$ cat src/hdl/fenp_pkg.sv
// Package for the position-string parser: field indexes, error codes, char helpers.
// No dependencies.
package fenp_pkg;

  localparam int unsigned CntW = 31;
  localparam logic [CntW-1:0] IntTop = 31'h7FFF_FFFF;

  typedef enum logic [4:0] {
    ERR_NONE        = 5'd0,
    ERR_FEW_FIELDS  = 5'd1,
    ERR_MANY_FIELDS = 5'd2,
    ERR_SLASH_SHORT = 5'd3,
    ERR_RANK_OVER   = 5'd4,
    ERR_RANK_LONG   = 5'd5,
    ERR_PLACE_CHAR  = 5'd6,
    ERR_PLACE_END   = 5'd7,
    ERR_SIDE        = 5'd8,
    ERR_CASTLE_REP  = 5'd9,
    ERR_CASTLE_CHAR = 5'd10,
    ERR_EP_LEN      = 5'd11,
    ERR_EP_FILE     = 5'd12,
    ERR_EP_RANK     = 5'd13,
    ERR_HALF_DIGIT  = 5'd14,
    ERR_HALF_BIG    = 5'd15,
    ERR_FULL_DIGIT  = 5'd16,
    ERR_FULL_BIG    = 5'd17,
    ERR_FULL_ZERO   = 5'd18
  } err_t;

  // field indexes (field_count - 1)
  localparam logic [2:0] FldPlace  = 3'd0;
  localparam logic [2:0] FldSide   = 3'd1;
  localparam logic [2:0] FldCastle = 3'd2;
  localparam logic [2:0] FldEp     = 3'd3;
  localparam logic [2:0] FldHalf   = 3'd4;
  localparam logic [2:0] FldFull   = 3'd5;

  // piece kind from lowercase letter; bit 3 set means no piece
  function automatic logic [3:0] piece_kind(input logic [7:0] c);
    logic [3:0] k;
    unique case (c)
      "k": k = 4'd0;
      "q": k = 4'd1;
      "r": k = 4'd2;
      "b": k = 4'd3;
      "n": k = 4'd4;
      "p": k = 4'd5;
      default: k = 4'd8;
    endcase
    return k;
  endfunction

endpackage

$ cat src/hdl/fen_position_parser.sv
// Top level of the position-string parser, one byte per beat.
// Depends on fenp_pkg.
//
// Usage:
//  Input channel (in_valid/in_ready, in_byte, in_last_byte) carries one
//  character of a position string per beat; the final character is marked.
//  Output channel (out_valid/out_ready) gives exactly one result beat per
//  input beat: a square write when the byte is a piece letter of the
//  placement field, and on the final byte the summary (side, castling,
//  en passant, move counters, error code).
//  The result of a byte accepted at one edge is on the output from the next
//  cycle. Throughput is one byte per cycle while results are taken; the
//  parse state and the output register update in the same cycle.
//  If the receiver stalls, the output register holds and in_ready drops
//  only while a full result is waiting and not being taken.
//  Reset (rst_n low, synchronous) empties the output register and returns
//  the parse state to the start of a string, as does every final byte.
//  The consumer clears its board before a string and drops the writes
//  when error_code is nonzero.
module fen_position_parser (
  input  logic        clk,
  input  logic        rst_n,
  input  logic        in_valid,
  output logic        in_ready,
  input  logic [7:0]  in_byte,
  input  logic        in_last_byte,
  output logic        out_valid,
  input  logic        out_ready,
  output logic        out_place_valid,
  output logic [5:0]  out_square_index,
  output logic [3:0]  out_piece_code,
  output logic        out_done_res,
  output logic [4:0]  out_error_code,
  output logic        out_side_black,
  output logic [3:0]  out_castle_bits,
  output logic        out_ep_valid,
  output logic [5:0]  out_ep_square,
  output logic [30:0] out_halfmove_count,
  output logic [30:0] out_fullmove_count
);
  import fenp_pkg::*;

  // parse state
  logic [2:0]      field_count_r, field_count_nxt;
  logic            in_token_r, in_token_nxt;
  logic [3:0]      board_file_r, board_file_nxt;
  logic [3:0]      board_rank_r, board_rank_nxt;
  logic [4:0]      sticky_error_r, sticky_error_nxt;
  logic [7:0]      side_char_r, side_char_nxt;
  logic [1:0]      side_length_r, side_length_nxt;
  logic [3:0]      castle_seen_r, castle_seen_nxt;
  logic            castle_dash_r, castle_dash_nxt;
  logic [15:0]     ep_chars_r, ep_chars_nxt;
  logic [1:0]      ep_length_r, ep_length_nxt;
  logic [CntW-1:0] half_r, half_nxt;
  logic [CntW-1:0] full_r, full_nxt;

  // output register
  logic            out_valid_r;
  logic            place_r, done_r, side_r, epv_r;
  logic [5:0]      sq_r, epsq_r;
  logic [3:0]      piece_r, castle_r;
  logic [4:0]      err_r;
  logic [CntW-1:0] half_out_r, full_out_r;

  logic accept;
  assign in_ready = !out_valid_r || out_ready;
  assign accept   = in_valid && in_ready;

  // en passant check on a given state
  function automatic logic [4:0] ep_err(input logic [1:0] len, input logic [15:0] ch);
    logic [4:0] e;
    if (len == 2'd1 && ch[7:0] == "-") e = ERR_NONE;
    else if (len != 2'd2) e = ERR_EP_LEN;
    else if (ch[7:0] < "a" || ch[7:0] > "h") e = ERR_EP_FILE;
    else if (ch[15:8] != "3" && ch[15:8] != "6") e = ERR_EP_RANK;
    else e = ERR_NONE;
    return e;
  endfunction

  // checks made when a field ends
  function automatic logic [4:0] end_err(
    input logic [2:0] idx, input logic [3:0] rank, input logic [3:0] file,
    input logic [1:0] slen, input logic [7:0] sch,
    input logic [1:0] elen, input logic [15:0] ech, input logic [CntW-1:0] fv);
    logic [4:0] e;
    e = ERR_NONE;
    unique case (idx)
      FldPlace: if (rank != 4'd0 || file != 4'd8) e = ERR_PLACE_END;
      FldSide:  if (slen != 2'd1 || (sch != "w" && sch != "b")) e = ERR_SIDE;
      FldEp:    e = ep_err(elen, ech);
      FldFull:  if (fv == '0) e = ERR_FULL_ZERO;
      default:  e = ERR_NONE;
    endcase
    return e;
  endfunction

  // per-byte decode
  logic            ws, tok_start, content;
  logic [2:0]      fc_now, idx;
  logic [4:0]      cerr, eerr, fin_err;
  logic            place;
  logic [5:0]      sq;
  logic [3:0]      piece, kind, cbit;
  logic [7:0]      lower;
  logic            upper;
  logic [4:0]      fsum;
  logic [3:0]      dig;
  logic            is_dig;
  logic [CntW-1:0] num_in, num_lim, num_upd;
  logic [CntW+3:0] num_x10;
  logic [4:0]      err_final;
  logic            last_tok;

  always_comb begin
    ws        = (in_byte == 8'h20) || (in_byte >= 8'd9 && in_byte <= 8'd13);
    tok_start = !ws && !in_token_r;
    fc_now    = (tok_start && field_count_r != 3'd7) ? field_count_r + 3'd1 : field_count_r;
    idx       = fc_now - 3'd1;
    content   = !ws && fc_now <= 3'd6 && sticky_error_r == ERR_NONE;

    field_count_nxt  = fc_now;
    in_token_nxt     = !ws;
    board_file_nxt   = board_file_r;
    board_rank_nxt   = board_rank_r;
    side_char_nxt    = side_char_r;
    side_length_nxt  = side_length_r;
    castle_seen_nxt  = castle_seen_r;
    castle_dash_nxt  = castle_dash_r;
    ep_chars_nxt     = ep_chars_r;
    ep_length_nxt    = ep_length_r;
    half_nxt         = half_r;
    full_nxt         = full_r;
    cerr             = ERR_NONE;
    place            = 1'b0;
    sq               = '0;
    piece            = '0;

    upper  = in_byte >= "A" && in_byte <= "Z";
    lower  = upper ? (in_byte | 8'h20) : in_byte;
    kind   = piece_kind(lower);
    fsum   = {1'b0, board_file_r} + {1'b0, in_byte[3:0]};
    is_dig = in_byte >= "0" && in_byte <= "9";
    dig    = in_byte[3:0];
    num_in = (idx == FldHalf) ? half_r : full_r;
    // v*10+d <= top  <=>  v <= (top-d)/10 ; compute via widened product
    num_x10 = {4'd0, num_in} * 35'd10 + {31'd0, dig};
    num_lim = num_x10[CntW-1:0];
    num_upd = num_lim;

    unique case (in_byte)
      "K": cbit = 4'd1;
      "Q": cbit = 4'd2;
      "k": cbit = 4'd4;
      "q": cbit = 4'd8;
      default: cbit = 4'd0;
    endcase

    if (content) begin
      unique case (idx)
        FldPlace: begin
          if (in_byte == "/") begin
            if (board_file_r != 4'd8) cerr = ERR_SLASH_SHORT;
            else if (board_rank_r == 4'd0) cerr = ERR_RANK_OVER;
            else begin
              board_rank_nxt = board_rank_r - 4'd1;
              board_file_nxt = '0;
            end
          end else if (in_byte >= "1" && in_byte <= "8") begin
            if (fsum > 5'd8) cerr = ERR_RANK_LONG;
            else board_file_nxt = fsum[3:0];
          end else if (kind[3]) begin
            cerr = ERR_PLACE_CHAR;
          end else if (board_file_r >= 4'd8) begin
            cerr = ERR_RANK_LONG;
          end else begin
            place = 1'b1;
            sq    = {board_rank_r[2:0], board_file_r[2:0]};
            piece = upper ? kind : kind + 4'd6;
            board_file_nxt = board_file_r + 4'd1;
          end
        end
        FldSide: begin
          if (side_length_r == 2'd0) side_char_nxt = in_byte;
          if (side_length_r != 2'd3) side_length_nxt = side_length_r + 2'd1;
        end
        FldCastle: begin
          if (castle_dash_r) cerr = ERR_CASTLE_CHAR;
          else if (in_byte == "-") begin
            if (castle_seen_r == 4'd0) castle_dash_nxt = 1'b1;
            else cerr = ERR_CASTLE_CHAR;
          end else if (cbit == 4'd0) cerr = ERR_CASTLE_CHAR;
          else if ((castle_seen_r & cbit) != 4'd0) cerr = ERR_CASTLE_REP;
          else castle_seen_nxt = castle_seen_r | cbit;
        end
        FldEp: begin
          if (ep_length_r == 2'd0) ep_chars_nxt[7:0] = in_byte;
          else if (ep_length_r == 2'd1) ep_chars_nxt[15:8] = in_byte;
          if (ep_length_r != 2'd3) ep_length_nxt = ep_length_r + 2'd1;
        end
        FldHalf, FldFull: begin
          if (!is_dig) cerr = (idx == FldHalf) ? ERR_HALF_DIGIT : ERR_FULL_DIGIT;
          else if (num_x10[CntW+3:CntW] != 4'd0 || num_lim > IntTop)
            cerr = (idx == FldHalf) ? ERR_HALF_BIG : ERR_FULL_BIG;
          else if (idx == FldHalf) half_nxt = num_upd;
          else full_nxt = num_upd;
        end
        default: ;
      endcase
    end

    // field end on whitespace after a token (state before this byte)
    eerr = ERR_NONE;
    if (ws && in_token_r && field_count_r <= 3'd6 && sticky_error_r == ERR_NONE)
      eerr = end_err(field_count_r - 3'd1, board_rank_r, board_file_r, side_length_r,
                     side_char_r, ep_length_r, ep_chars_r, full_r);

    sticky_error_nxt = sticky_error_r;
    if (sticky_error_r == ERR_NONE) sticky_error_nxt = (cerr != ERR_NONE) ? cerr : eerr;

    // final byte: close an open field with updated state
    last_tok = in_token_nxt && field_count_nxt <= 3'd6 && sticky_error_nxt == ERR_NONE;
    fin_err  = last_tok ? end_err(field_count_nxt - 3'd1, board_rank_nxt, board_file_nxt,
                                  side_length_nxt, side_char_nxt, ep_length_nxt,
                                  ep_chars_nxt, full_nxt) : ERR_NONE;
    if (field_count_nxt < 3'd6) err_final = ERR_FEW_FIELDS;
    else if (field_count_nxt > 3'd6) err_final = ERR_MANY_FIELDS;
    else if (sticky_error_nxt != ERR_NONE) err_final = sticky_error_nxt;
    else err_final = fin_err;
  end

  // state and output registers
  always_ff @(posedge clk) begin
    if (!rst_n) begin
      out_valid_r    <= 1'b0;
      field_count_r  <= '0;
      in_token_r     <= 1'b0;
      board_file_r   <= '0;
      board_rank_r   <= 4'd7;
      sticky_error_r <= ERR_NONE;
      side_char_r    <= '0;
      side_length_r  <= '0;
      castle_seen_r  <= '0;
      castle_dash_r  <= 1'b0;
      ep_chars_r     <= '0;
      ep_length_r    <= '0;
      half_r         <= '0;
      full_r         <= '0;
    end else begin
      if (accept) out_valid_r <= 1'b1;
      else if (out_ready) out_valid_r <= 1'b0;
      if (accept) begin
        if (in_last_byte) begin
          field_count_r  <= '0;
          in_token_r     <= 1'b0;
          board_file_r   <= '0;
          board_rank_r   <= 4'd7;
          sticky_error_r <= ERR_NONE;
          side_char_r    <= '0;
          side_length_r  <= '0;
          castle_seen_r  <= '0;
          castle_dash_r  <= 1'b0;
          ep_chars_r     <= '0;
          ep_length_r    <= '0;
          half_r         <= '0;
          full_r         <= '0;
        end else begin
          field_count_r  <= field_count_nxt;
          in_token_r     <= in_token_nxt;
          board_file_r   <= board_file_nxt;
          board_rank_r   <= board_rank_nxt;
          sticky_error_r <= sticky_error_nxt;
          side_char_r    <= side_char_nxt;
          side_length_r  <= side_length_nxt;
          castle_seen_r  <= castle_seen_nxt;
          castle_dash_r  <= castle_dash_nxt;
          ep_chars_r     <= ep_chars_nxt;
          ep_length_r    <= ep_length_nxt;
          half_r         <= half_nxt;
          full_r         <= full_nxt;
        end
      end
    end
  end

  // result payload
  always_ff @(posedge clk) begin
    if (accept) begin
      place_r    <= place;
      sq_r       <= sq;
      piece_r    <= piece;
      done_r     <= in_last_byte;
      err_r      <= in_last_byte ? err_final : ERR_NONE;
      if (in_last_byte && err_final == ERR_NONE) begin
        side_r     <= side_char_nxt == "b";
        castle_r   <= castle_seen_nxt;
        epv_r      <= ep_chars_nxt[7:0] != "-";
        epsq_r     <= (ep_chars_nxt[7:0] != "-") ?
                      {ep_chars_nxt[10:8] - 3'd1, ep_chars_nxt[2:0] - 3'd1} : 6'd0;
        half_out_r <= half_nxt;
        full_out_r <= full_nxt;
      end else begin
        side_r     <= 1'b0;
        castle_r   <= '0;
        epv_r      <= 1'b0;
        epsq_r     <= '0;
        half_out_r <= '0;
        full_out_r <= '0;
      end
    end
  end

  assign out_valid          = out_valid_r;
  assign out_place_valid    = place_r;
  assign out_square_index   = sq_r;
  assign out_piece_code     = piece_r;
  assign out_done_res       = done_r;
  assign out_error_code     = err_r;
  assign out_side_black     = side_r;
  assign out_castle_bits    = castle_r;
  assign out_ep_valid       = epv_r;
  assign out_ep_square      = epsq_r;
  assign out_halfmove_count = half_out_r;
  assign out_fullmove_count = full_out_r;

endmodule

$ cat config.mk
export PLATFORM = sky130hd
export DESIGN_NAME = fen_position_parser
export DESIGN_NICKNAME = d
export VERILOG_FILES = /design/src/hdl/fenp_pkg.sv /design/src/hdl/fen_position_parser.sv
export SDC_FILE = /design/constraint.sdc
export NUM_CORES = 1
export LEC_CHECK = 0
export BUFFER_PORTS_ARGS = -buffer_cell sky130_fd_sc_hd__buf_2
export CAP_MARGIN = 10
export CORE_MARGIN = 3
export CORE_UTILIZATION = 55
export DETAILED_ROUTE_END_ITERATION = 6
export PLACE_DENSITY = 0.74
export SLEW_MARGIN = 20
export SYNTH_ARGS = -nofsm -noshare
export SYNTH_HDL_FRONTEND = slang
export SYNTH_SLANG_ARGS = --single-unit
$ cat constraint.sdc
create_clock -name clk -period 23.3 [get_ports clk]
set_input_delay 1.165 -clock clk [delete_from_list [all_inputs] [get_ports clk]]
set_output_delay 1.165 -clock clk [all_outputs]
set_load 0.02 [all_outputs]
# --- Yosys cells after proc, flatten, opt, wreduce, memory -nomap -nowiden ---
# Cells that the tools add are included.
# W data, S select, Z words.
classes:
  eq_ne: 44
  n_reduce_logical: 59
  n_bitwise: 4
  n_mul: 1
  addsub: 12
  n_lt_le_gt_ge: 19
  mux: 112
op_table:
  columns: ["cell", "n"]
  rows:
  - ["$mux W31", 13]
  - ["$mux W4", 36]
  - ["$mux W5", 19]
  - ["$eq A8 B7 Y1 const B", 11]
  - ["$logic_not A31 Y1", 2]
  - ["$mux W8", 7]
  - ["$mux W16", 3]
  - ["$eq A8 B6 Y1 const B", 5]
  - ["$ne A8 B6 Y1 const B", 5]
  - ["$pmux W5 S4", 2]
  - ["$add A35 B4 Y35", 1]
  - ["$mul A31 B3 Y34 const B", 1]
  - ["$ne A8 B7 Y1 const B", 4]
  - ["$gt A31 B31 Y1 const B", 1]
  - ["$mux W3", 10]
  - ["$pmux W4 S6", 1]
  - ["$logic_and A1 B1 Y1", 20]
  - ["$ge A8 B6 Y1 const B", 2]
  - ["$gt A8 B7 Y1 const B", 2]
  - ["$le A8 B6 Y1 const B", 2]
  - ["$lt A8 B7 Y1 const B", 2]
  - ["$mux W2", 8]
  - ["$pmux W4 S4", 1]
  - ["$reduce_bool A4 Y1", 4]
  - ["other kinds (44)", 89]
totals:
  regBits: 204
  input_bits: 13
  out_inout_bits: 93
  elab_cells: 277

# --- Longest topological paths before layout ---
# Gate-level depths: netlist of the first run.
depth:
  word_depth: 30
  mapped_depth: 29
  ltp_nobuf: 24

# --- Worst setup path before layout of the first run ---
# Ideal clock, no wire load.
synth_path:
  kind: "input port to flip-flop"
  from: "in in_byte[2]"
  to: "reg half_out_r[10], in the netlist out_halfmove_count[10] (data pin)"
  setup_slack_ns: 15.243
  path_buffers: 3
  arrival_ns: 7.773
  required_time_ns: 23.016
  setup_ns: 0.284
  stages: 24
  path_cell_list: "or3b_4 > o41a_1 > nand2_1 > nand2_1 > nand2_1 > buf_1 > clkbuf_1 > mux2_2 > ha_1 > ha_1 > fa_1 > a21o_1 > a221o_2 > a21oi_1 > xnor2_1 > nand3_1 > or3_1 > or2_1 > or3_4 > xnor2_2 > or3_1 > nor3_4 > buf_4 > a2111oi_2"
synth_via:
  elab_chain_cells: 29
  word_cells_on_any_way: 145
  cone_classes: "add/sub: 3; mul: 1; order compare: 15; eq/ne: 27; mux: 65; bitwise: 1; reduce/logical: 33"
synth_rtl:
  columns: ["item", "line", "source"]
  rows:
  - ["from (decl)", "fen_position_parser.sv:25", "input logic [7:0] in_byte,"]
  - ["$ge A8 B4 Y1 or $le A8 B4 Y1 (tied branches)", "fen_position_parser.sv:116", "ws = (in_byte == 8'h20) || (in_byte >= 8'd9 && in_byte <= 8'd13);"]
  - ["$logic_and A1 B1 Y1", "fen_position_parser.sv:116", null]
  - ["$logic_or A1 B1 Y1", "fen_position_parser.sv:116", null]
  - ["$logic_not A1 Y1", "fen_position_parser.sv:117, fen_position_parser.sv:120, fen_position_parser.sv:123", null]
  - ["$logic_and A1 B1 Y1", "fen_position_parser.sv:117", "tok_start = !ws && !in_token_r;"]
  - ["$logic_and A1 B1 Y1", "fen_position_parser.sv:118", "fc_now = (tok_start && field_count_r != 3'd7) ? field_count_r + 3'd1 : field_count_r;"]
  - ["$mux W3", "fen_position_parser.sv:118", null]
  - ["$sub A3 B1 Y3", "fen_position_parser.sv:119, fen_position_parser.sv:223", null]
  - ["[... 13 more ...]", null, null]
  - ["$logic_not A5 Y1", "fen_position_parser.sv:222", "last_tok = in_token_nxt && field_count_nxt <= 3'd6 && sticky_error_nxt == ERR_NONE;"]
  - ["$logic_and A1 B1 Y1", "fen_position_parser.sv:222", null]
  - ["$mux W5", "fen_position_parser.sv:223", "fin_err = last_tok ? end_err(field_count_nxt - 3'd1, board_rank_nxt, board_file_nxt,"]
  - ["$mux W5", "fen_position_parser.sv:228", "else if (sticky_error_nxt != ERR_NONE) err_final = sticky_error_nxt;"]
  - ["$mux W5", "fen_position_parser.sv:227", "else if (field_count_nxt > 3'd6) err_final = ERR_MANY_FIELDS;"]
  - ["$mux W5", "fen_position_parser.sv:226", "if (field_count_nxt < 3'd6) err_final = ERR_FEW_FIELDS;"]
  - ["$logic_not A5 Y1", "fen_position_parser.sv:294", "if (in_last_byte && err_final == ERR_NONE) begin"]
  - ["$logic_and A1 B1 Y1", "fen_position_parser.sv:294", null]
  - ["to (signal assigned)", "fen_position_parser.sv:300", "half_out_r <= half_nxt;"]
  - ["to (decl)", "fen_position_parser.sv:64", "logic [CntW-1:0] half_out_r, full_out_r;"]
# Several ways; a longest one is shown, not always the timed one.
# A chain may end at the register's enable or synchronous reset.

# --- Worst setup path in the final report of the first run ---
layout_path:
  from: "in in_byte[3]"
  to: "reg full_out_r[16], in the netlist out_fullmove_count[16] (data pin)"
layout_via:
  elab_chain_cells: 29
  word_cells_on_any_way: 140
  cone_classes: "add/sub: 3; mul: 1; order compare: 15; eq/ne: 27; mux: 60; bitwise: 1; reduce/logical: 33"
layout_rtl:
  columns: ["item", "line", "source"]
  rows:
  - ["$ge A8 B4 Y1 or $le A8 B4 Y1 (tied branches)", "fen_position_parser.sv:116", null]
  - ["$logic_and A1 B1 Y1", "fen_position_parser.sv:116", null]
  - ["$logic_or A1 B1 Y1", "fen_position_parser.sv:116", null]
  - ["$logic_not A1 Y1", "fen_position_parser.sv:117, fen_position_parser.sv:120, fen_position_parser.sv:123", null]
  - ["$logic_and A1 B1 Y1", "fen_position_parser.sv:117", null]
  - ["$logic_and A1 B1 Y1", "fen_position_parser.sv:118", null]
  - ["$mux W3", "fen_position_parser.sv:118", null]
  - ["$sub A3 B1 Y3", "fen_position_parser.sv:119, fen_position_parser.sv:223", null]
  - ["[... 13 more ...]", null, null]
  - ["$logic_not A5 Y1", "fen_position_parser.sv:222", null]
  - ["$logic_and A1 B1 Y1", "fen_position_parser.sv:222", null]
  - ["$mux W5", "fen_position_parser.sv:223", null]
  - ["$mux W5", "fen_position_parser.sv:228", null]
  - ["$mux W5", "fen_position_parser.sv:227", null]
  - ["$mux W5", "fen_position_parser.sv:226", null]
  - ["$logic_not A5 Y1", "fen_position_parser.sv:294", null]
  - ["$logic_and A1 B1 Y1", "fen_position_parser.sv:294", null]
  - ["to (signal assigned)", "fen_position_parser.sv:301", "full_out_r <= full_nxt;"]
  - ["to (decl)", "fen_position_parser.sv:64", null]
# Several ways; a longest one is shown, not always the timed one.

==> results of run 1 <==
==> cells in the final DEF, fill, tap and decap left out, types with 23 or more instances in the layout <==
master and count:
xnor2_1 54, ha_1 63, nor2b_1 37, clkbuf_16 23, xor2_1 43, inv_1 41
a22oi_1 58, nor4_1 32, dfxtp_1 113, nand2_1 160, o21ai_0 70, nor2_1 192
buf_2 105, nand3_1 57, nor3_1 58, edfxtp_1 91, mux2i_1 35, a21oi_1 96
==> metal layers <==
metal | track usage [%] | up-vias
met3 | 8.758 | 62
met5 | 0 | -
met4 | 6.297 | 2
met2 | 42.13 | 808
met1 | 46.17 | 6404
li1 | - | 6280
==> where the power goes <==
group | leakage [nW] | internal [mW] | switching (mW)
logic | 3.64 | 0.0183 | 0.0519
clock network | 0.405 | 0.254 | 0.153
registers | 1.83 | 0.381 | 0.00290
==> kinds of logic (layout without fill, tap and decap cells) <==
family | count (synthesis) | count (layout) | synth area share [%]
AND/OR/NAND/NOR | 674 | 674 | 23.33
AO/OA/AOI/OAI | 439 | 439 | 21.84
buffers and inverters | 160 | 199 | 4.741
flip-flops | 204 | 204 | 34.66
adder cells (fa/ha/maj) | 66 | 66 | 5.888
XOR/XNOR | 98 | 98 | 6.009
multiplexers | 49 | 49 | 3.526
==> worst max path at each step <==
stage                           startpoint  cells after the start                     end  slack (ns)
after floorplan                 in_byte[2]                     24  out_halfmove_count[10]       15.24
after global placement          in_byte[3]                     24              half_r[23]       14.26
after detailed placement        in_byte[3]                     24               half_r[4]       14.02
after CTS                       in_byte[3]                     24               half_r[4]       14.52
after global routing      field_count_r[0]                     22        out_ep_square[0]       14.22
final                           in_byte[3]                     24  out_fullmove_count[16]       14.62
==> through the flow <==
stage,utilization [%],area [sq um],instances
finish,61.92,15770,2059
global route,61.92,15770,2059
CTS,61.89,15760,2059
detailed placement,58.60,14930,2019
global placement,58.60,14930,2019
floorplan,-,14410,1690
==> flip-flops by register name, summed over array words and instances, names as in the netlist, 3 cells and up <==
register	cells
board_file_r	4
board_rank_r	4
castle_seen_r	4
ep_chars_r	16
field_count_r	3
full_r	31
half_r	31
out_castle_bits	4
out_ep_square	6
out_error_code	5
out_fullmove_count	31
out_halfmove_count	31
out_piece_code	4
out_square_index	6
side_char_r	8
sticky_error_r	5
==> critical path, stage by stage <==
cell      delay [ns]
buf_2           0.29
or3b_4          0.46
o41a_1          0.45
nand2_1         0.24
nand2_1         0.10
nand2_2         0.07
buf_4           0.56
mux2_2          0.44
ha_1            0.30
ha_1            0.24
fa_1            0.41
a21o_1          0.25
a221o_2         0.43
a21oi_1         0.19
xnor2_1         0.22
nand2_1         0.21
nor4_1          0.79
a21oi_1         0.19
and4_1          0.29
o21ai_1         0.19
a22o_1          0.22
a211o_2         0.12
buf_4           0.67
a211oi_1        0.26
==> layout make-up <==
class,count,area (sq um)
clock inverter,13,226.5
timing repair buffer,115,600.6
clock buffer,27,610.6
fill,2133,9701
sequential,204,4995
tap,330,412.9
inverter,44,167.7
multi-input combinational,1326,8758
==> summary.txt, run 1 <==
Synthesis
  – Synth Flop Type: dfxtp_1
  – Count of cell types in the netlist: 100
  – Asr flop ratio synth: 0%
  – Post-Syn Nets: 1769
  – Synthesized flop and latch total: 204
  – Post-synth EDFFs: 91
  – Cell Area, Synth: between 10000 and 15000 sq um
  – Post-synth top area cell: edfxtp_1
  – Commonest cells post-synth: 192 x nor2_1, 161 x nand2_1, 113 x dfxtp_1
  – Synth warnings: 0
  – Top cells by area, synth: edfxtp_1 19%, dfxtp_1 16%, ha_1 5.5%, nor2_1 5.0%, nand2_1 4.2%
  – Mean Syn Cell Area: around 8.5 sq um
  – Most frequent cell after synthesis: nor2_1
  – Yosys top cell area share: 18.96%
  – Syn Inst Count: 1690
  – Seq/Total Area, Yosys: 34.66%

Place
  – Post-place setup slack: 14.02 ns
  – GPL Wtd Cong: 0.9775
  – HPWL after DPL: 32.35 mm
  – Port bufs: between 100 and 150

Timing
  – Final setup viols: 0
  – Worst-Margin Slew: ~1.2 ns
  – Max transition margin: 20.18%
  – Final min period: slightly below 9 ns
  – Final period utilization: 37.27%
  – Worst hold slack: 0.4742 ns
  – Clock skew: 0.01355 ns
  – Total negative setup slack: 0 ns
  – RSZ-0062 raised after global routing: no
  – Fin. Hold Viols: 0
  – Max Transition Viols Final: 0
  – Fmax: 115.1 MHz
  – Final Worst Setup Slack: approximately 15 ns

Setup path
  – Setup Crit Path Kind: in2reg
  – Worst R2R Setup Slack: 14.70 ns
  – Reg-to-reg endpoint: out_fullmove_count[16]
  – Critical Path RT: 23.49 ns
  – CP Data Arrival Time: 8.88 ns
  – Critical path endpoint category: register
  – Startpoint Class: input port
  – Reg2reg path depth: 23
  – CP Max Fanout: just under 80
  – Reg2reg start: field_count_r[0]

Power
  – Power per cell area: 54.60 nW/um^2
  – Power Total: 861.2 uW
  – Peak supply drop: 75.85 uV
  – Leak: 5.875 nW

Drt
  – Residual DRC: 0
  – Uppermost routed layer: met5
  – TritonRoute pass-1 iters: 6
  – Final ANT Viol Nets: 0
  – DR WL met2: 17.81 mm
  – Drt initial violations: 1926
  – Met3 routed WL: 5.594 mm
  – DRT met1 WL: about 20 mm
  – Wirelength per Cell: between 20 and 25 um
  – Via count: 13556
  – Vias per inst: 6.584
  – Routed wire length: 44.18 mm

Floorplan
  – Core footprint: 25470 sq um
  – Starting Density: 56.57%
  – Die outline width: 167.9 um
  – Row cnt: 58
  – Die H: 167.9 um
  – Num ports: between 100 and 150
  – Die area: 28180 sq um

Finish
  – Antenna cells: 0
  – Layout cells sized above 1: 12.78%
  – Layout area overhead: 9.457%
  – Layout Nets: between 1500 and 2000

GRT
  – Vias in the first global route: 12346
  – Grt ovf: 0
  – Largest net degree at the start of global routing: 82
  – GRT Overall Usage: 30.14%
  – First-pass GRT wire length: 69.52 mm
  – Initial antenna violation count: 1

Status
  – Run status: finished clean

Min path
  – Hold Crit Depth: 2
  – Hold Path End: sticky_error_r[2]
  – Min-Delay Path Class: reg2reg
  – Min-delay src: sticky_error_r[2]

Clock network
  – H-tree levels: 1
  – CTS root buf: clkbuf_16
  – Post-CTS Hold Fix Bufs: 0
  – Num CTS Buffers: 22
  – Postcts setup bufs: 0
  – Worst skew pair latency: 0.52 ns
  – CTS sink count: 204
  – CTS tree: yes
  – Worst-case clock buffer depth: 3
  – Clk pin slew, worst setup/hold paths: ~0.070 ns
  – Cts repair resizes: 0

Flow run
  – Max-capacitance violation count: 0
Power figures use the tool's default switching activity.
==> run 2: changes to the inputs <==
--- a/config.mk
+++ b/config.mk
@@ -5,12 +5,13 @@
 export SDC_FILE = /design/constraint.sdc
 export NUM_CORES = 1
 export LEC_CHECK = 0
+export ABC_AREA = 1
 export BUFFER_PORTS_ARGS = -buffer_cell sky130_fd_sc_hd__buf_2
 export CAP_MARGIN = 10
 export CORE_MARGIN = 3
 export CORE_UTILIZATION = 55
 export DETAILED_ROUTE_END_ITERATION = 6
-export PLACE_DENSITY = 0.74
+export PLACE_DENSITY = 0.73
 export SLEW_MARGIN = 20
 export SYNTH_ARGS = -nofsm -noshare
 export SYNTH_HDL_FRONTEND = slang
==> constraint.sdc (replaced) <==
create_clock -name clk -period 8.15 [get_ports clk]
set_input_delay 0.4075 -clock clk [delete_from_list [all_inputs] [get_ports clk]]
set_output_delay 0.4075 -clock clk [all_outputs]
set_load 0.02 [all_outputs]
==> run 2 against run 1 <==
Effect of this change: synthesized cell count increased by 46%; die area increased by 9.8%; sequential power increased to 2.9 times the previous value; total power increased to 2.9 times the previous value; synthesized area increased by 10%; setup slack got worse by 14 ns; wire length increased by 12%; cell area increased by 11%; worst hold slack got worse by 0.31 ns; via count increased by 20%.
==> summary.txt, run 2 <==
Status
  – Run status: finished clean

GRT
  – Largest net degree at the start of global routing: 100 (+22%)
  – First-pass GRT wire length: 78.84 mm (+13%)
  – Initial antenna violation count: 1 (unchanged)
  – GRT Overall Usage: 31.55% (+1.4 points)
  – Grt ovf: 0 (unchanged)
  – Vias in the first global route: 14841 (+20%)

Place
  – Post-DP Area: 16770 sq um (+12%)
  – Inst Count DP: 2902 (+44%)
  – GPL Wtd Cong: 1.011 (+3.4%)
  – Port bufs: 105 (unchanged)
  – Post-place setup slack: -0.1438 ns (-14.17 ns)
  – HPWL after DPL: 37.71 mm (+17%)

Drt
  – Routed wire length: 49.46 mm (+12%)
  – Drt initial violations: 1888 (-2.0%)
  – Via count: 16218 (+20%)
  – Wirelength per Cell: 16.81 um (-22%)
  – Residual DRC: 0 (unchanged)
  – Vias per inst: 5.511 (-16%)
  – Final ANT Viol Nets: 0 (unchanged)
  – TritonRoute pass-1 iters: 6 (unchanged)

Floorplan
  – Die outline width: 175.9 um (+4.8%)
  – Num ports: 106 (unchanged)
  – Core footprint: 28090 sq um (+10%)
  – Row cnt: 61 (+5.2%)
  – Die area: 30930 sq um (+9.8%)
  – Die H: 175.9 um (+4.8%)
  – Starting Density: 56.50% (-0.068 points)

Clock network
  – Worst skew pair latency: 0.54 ns (+0.02 ns)
  – Post-CTS Hold Fix Bufs: 0 (unchanged)
  – Worst-case clock buffer depth: 3 (unchanged)
  – CTS tree: yes
  – Num CTS Buffers: 23 (+4.5%)
  – Clk pin slew, worst setup/hold paths: 0.06 ns (about the same)
  – CTS sink count: 204 (unchanged)
  – H-tree levels: 1 (unchanged)
  – CTS root buf: clkbuf_16

Timing
  – Worst-Margin Slew: 1.077 ns (-0.1157 ns)
  – Max Transition Viols Final: 0 (unchanged)
  – Final min period: 7.524 ns
  – Clock skew: 0.01684 ns (+0.003291 ns)
  – Final setup viols: 0 (unchanged)
  – Final period utilization: 92.32%
  – Total negative setup slack: 0 ns (unchanged)
  – Fmax: 132.9 MHz
  – RSZ-0062 raised after global routing: no
  – Max transition margin: 27.43% (+7.2 points)
  – Final Worst Setup Slack: 0.6257 ns (-13.99 ns)
  – Fin. Hold Viols: 0 (unchanged)

Setup path
  – CP Data Arrival Time: 7.90 ns (-0.98 ns)
  – CP Buf/Inv Count: 6 (+3)
  – Setup Crit Path Kind: reg2reg
  – Critical path's top delay family: simple AND/OR/NAND/NOR gates
  – Cell mode on critical path: nand2_1
  – CP Max Fanout: 25 (-68%)
  – CP max stage delay: 0.67 ns (-0.12 ns)
  – Startpoint Class: register
  – Max stage delay cell, worst path: fa_1
  – Critical Path RT: 8.53 ns (-14.96 ns)
  – Reg-to-reg endpoint: out_fullmove_count[4]
  – Reg2reg start: field_count_r[0]
  – Worst R2R Setup Slack: 0.63 ns (-14.07 ns)
  – Critical path endpoint category: register
  – Reg2reg path depth: 47 (+100%)

Finish
  – Fin util: 62.46% (+0.54 points)
  – Final Non-Filler Cells: 2943 (+43%)
  – Layout fillers: 2762 (+29%)
  – Most frequent cells in the layout: 799 x nand2_1, 356 x inv_1, 227 x nor2_1
  – Layout Nets: 2628 (+47%)
  – Commonest non-fill, non-tap cell in the layout: nand2_1
  – Layout area overhead: 10.55%
  – Antenna cells: 0 (unchanged)
  – Final cell area excluding filler cells: 17540 sq um (+11%)
  – Layout cells sized above 1: 11.85% (-0.93 points)

Synthesis
  – Post-Synth XOR/XNOR Area: 2.752% (-3.3 points)
  – Compound-Gate Fraction of Synth Area: 11.46% (-10 points)
  – Adder-cell share of the synthesized area: 5.346% (-0.54 points)
  – Asr flop ratio synth: 0% (unchanged)
  – Synthesized flop and latch total: 204 (unchanged)
  – Post-synth top area cell: nand2_1
  – Commonest cells post-synth: 800 x nand2_1, 356 x inv_1, 230 x nor2_1
  – Post-Synth Simple-Gate Area: 37.43% (+14 points)
  – Largest family of logic cells by synthesized area: simple AND/OR/NAND/NOR gates
  – Seq/Total Area, Yosys: 31.48% (-3.2 points)
  – Most frequent cell after synthesis: nand2_1
  – Synth warnings: 0 (unchanged)
  – Mean Syn Cell Area: 6.448 sq um (-24%)
  – Synth Flop Type: dfxtp_1
  – Mux cell area share after synthesis: 0% (-3.5 points)
  – Syn Inst Count: 2461 (+46%)
  – Cell Area, Synth: 15870 sq um (+10%)
  – Yosys top cell area share: 18.92% (-0.042 points)
  – Post-Syn Nets: 2540 (+44%)
  – Post-synth EDFFs: 91 (unchanged)
  – Top cells by area, synth: nand2_1 19%, edfxtp_1 17%, dfxtp_1 14%, inv_1 8.4%, nor2_1 5.4%
  – Count of cell types in the netlist: 60 (-40%)

Flow run
  – Max-capacitance violation count: 0 (unchanged)

Min path
  – Hold Crit Depth: 2 (unchanged)
  – Min-Delay Path Class: in2reg
  – Min-delay src: rst_n
  – Hold Path End: board_rank_r[3]

Power
  – Peak supply drop: 119.1 uV (+57%)
  – Leak: 7.807 nW (+33%)
  – Power per cell area: 144.0 nW/um^2 (+160%)
run 2: cell types whose count changed after synthesis, sizes merged, moves of 37 or more:
cell	delta
nand4	+49
xnor2	-45
a21oi	+55
nor2	+96
inv	+339
o21ai	+66
nor2b	-37
nand3	+53
a22oi	-58
nand2	+650
run 2: worst max-delay path by stage:
stage / start / endpoint / slack [ns] / cells past startpoint
finish: field_count_r[0] / out_fullmove_count[4] / 0.63 / 47
floorplan: field_count_r[0] / out_halfmove_count[4] / 1.68 / 49
global route: field_count_r[0] / out_fullmove_count[20] / 0.02 / 47
CTS: field_count_r[0] / out_ep_square[4] / 0.01 / 39
global placement: in_byte[3] / out_ep_square[3] / -0.01 / 41
detailed placement: in_byte[3] / out_ep_square[0] / -0.14 / 41
run 2: what timing repair did:
action | CTS | global route
resized for setup | 1 | 10
endpoints found under the setup margin | 3 | 74
setup buffers | 0 | 0
pin swaps | 0 | 0
run 2: stage by stage:
| step | total power, mW | hold slack (ns) |
|---|---|---|
| 2_1_floorplan | 1.397 | 0.4389 |
| 3_3_place_gp | 1.495 | 0.4499 |
| 3_5_place_dp | 1.499 | 0.4594 |
| 4_1_cts | 2.526 | 0.1518 |
| 5_1_grt | 2.626 | 0.1699 |
| 6_report | 2.526 | 0.1626 |
run 2: kinds of logic (layout without fill, tap and decap cells):
group,after synthesis,in the layout
AOI/OAI and AO/OA,339,339
xor gates and xnor gates,49,49
adders and majority gates,66,66
buffers and inverters,456,560
DFF,204,204
and+or+nand+nor,1347,1347
run 2: routing by layer:
| metal | global-route usage [%] | routed length [um] | vias up |
|---|---|---|---|
| li1 | - | - | 8025 |
| met5 | 0 | 0 | - |
| met2 | 49.07 | 21330 | 691 |
| met3 | 3.978 | 4602 | 72 |
| met1 | 46.55 | 22360 | 7430 |
| met4 | 7.885 | 1171 | 0 |
run 2: cell type report:
class                      count  area [sq um]  share of cell area (%)
sequential                   204          4995                   28.47
tap                          378         473.0                   2.696
timing repair buffer         135         792.0                   4.515
clock inverter                10         118.9                  0.6776
inverter                     384          1444                   8.230
clock buffer                  31         615.6                   3.509
multi-input combinational   1801          9105                   51.90
run 2: report_power, final:
group	total, mW	switching [mW]	internal [mW]
clock	1.04	0.439	0.597
sequential	1.11	0.0155	1.10
combinational	0.375	0.276	0.0995
total	2.53	0.730	1.80
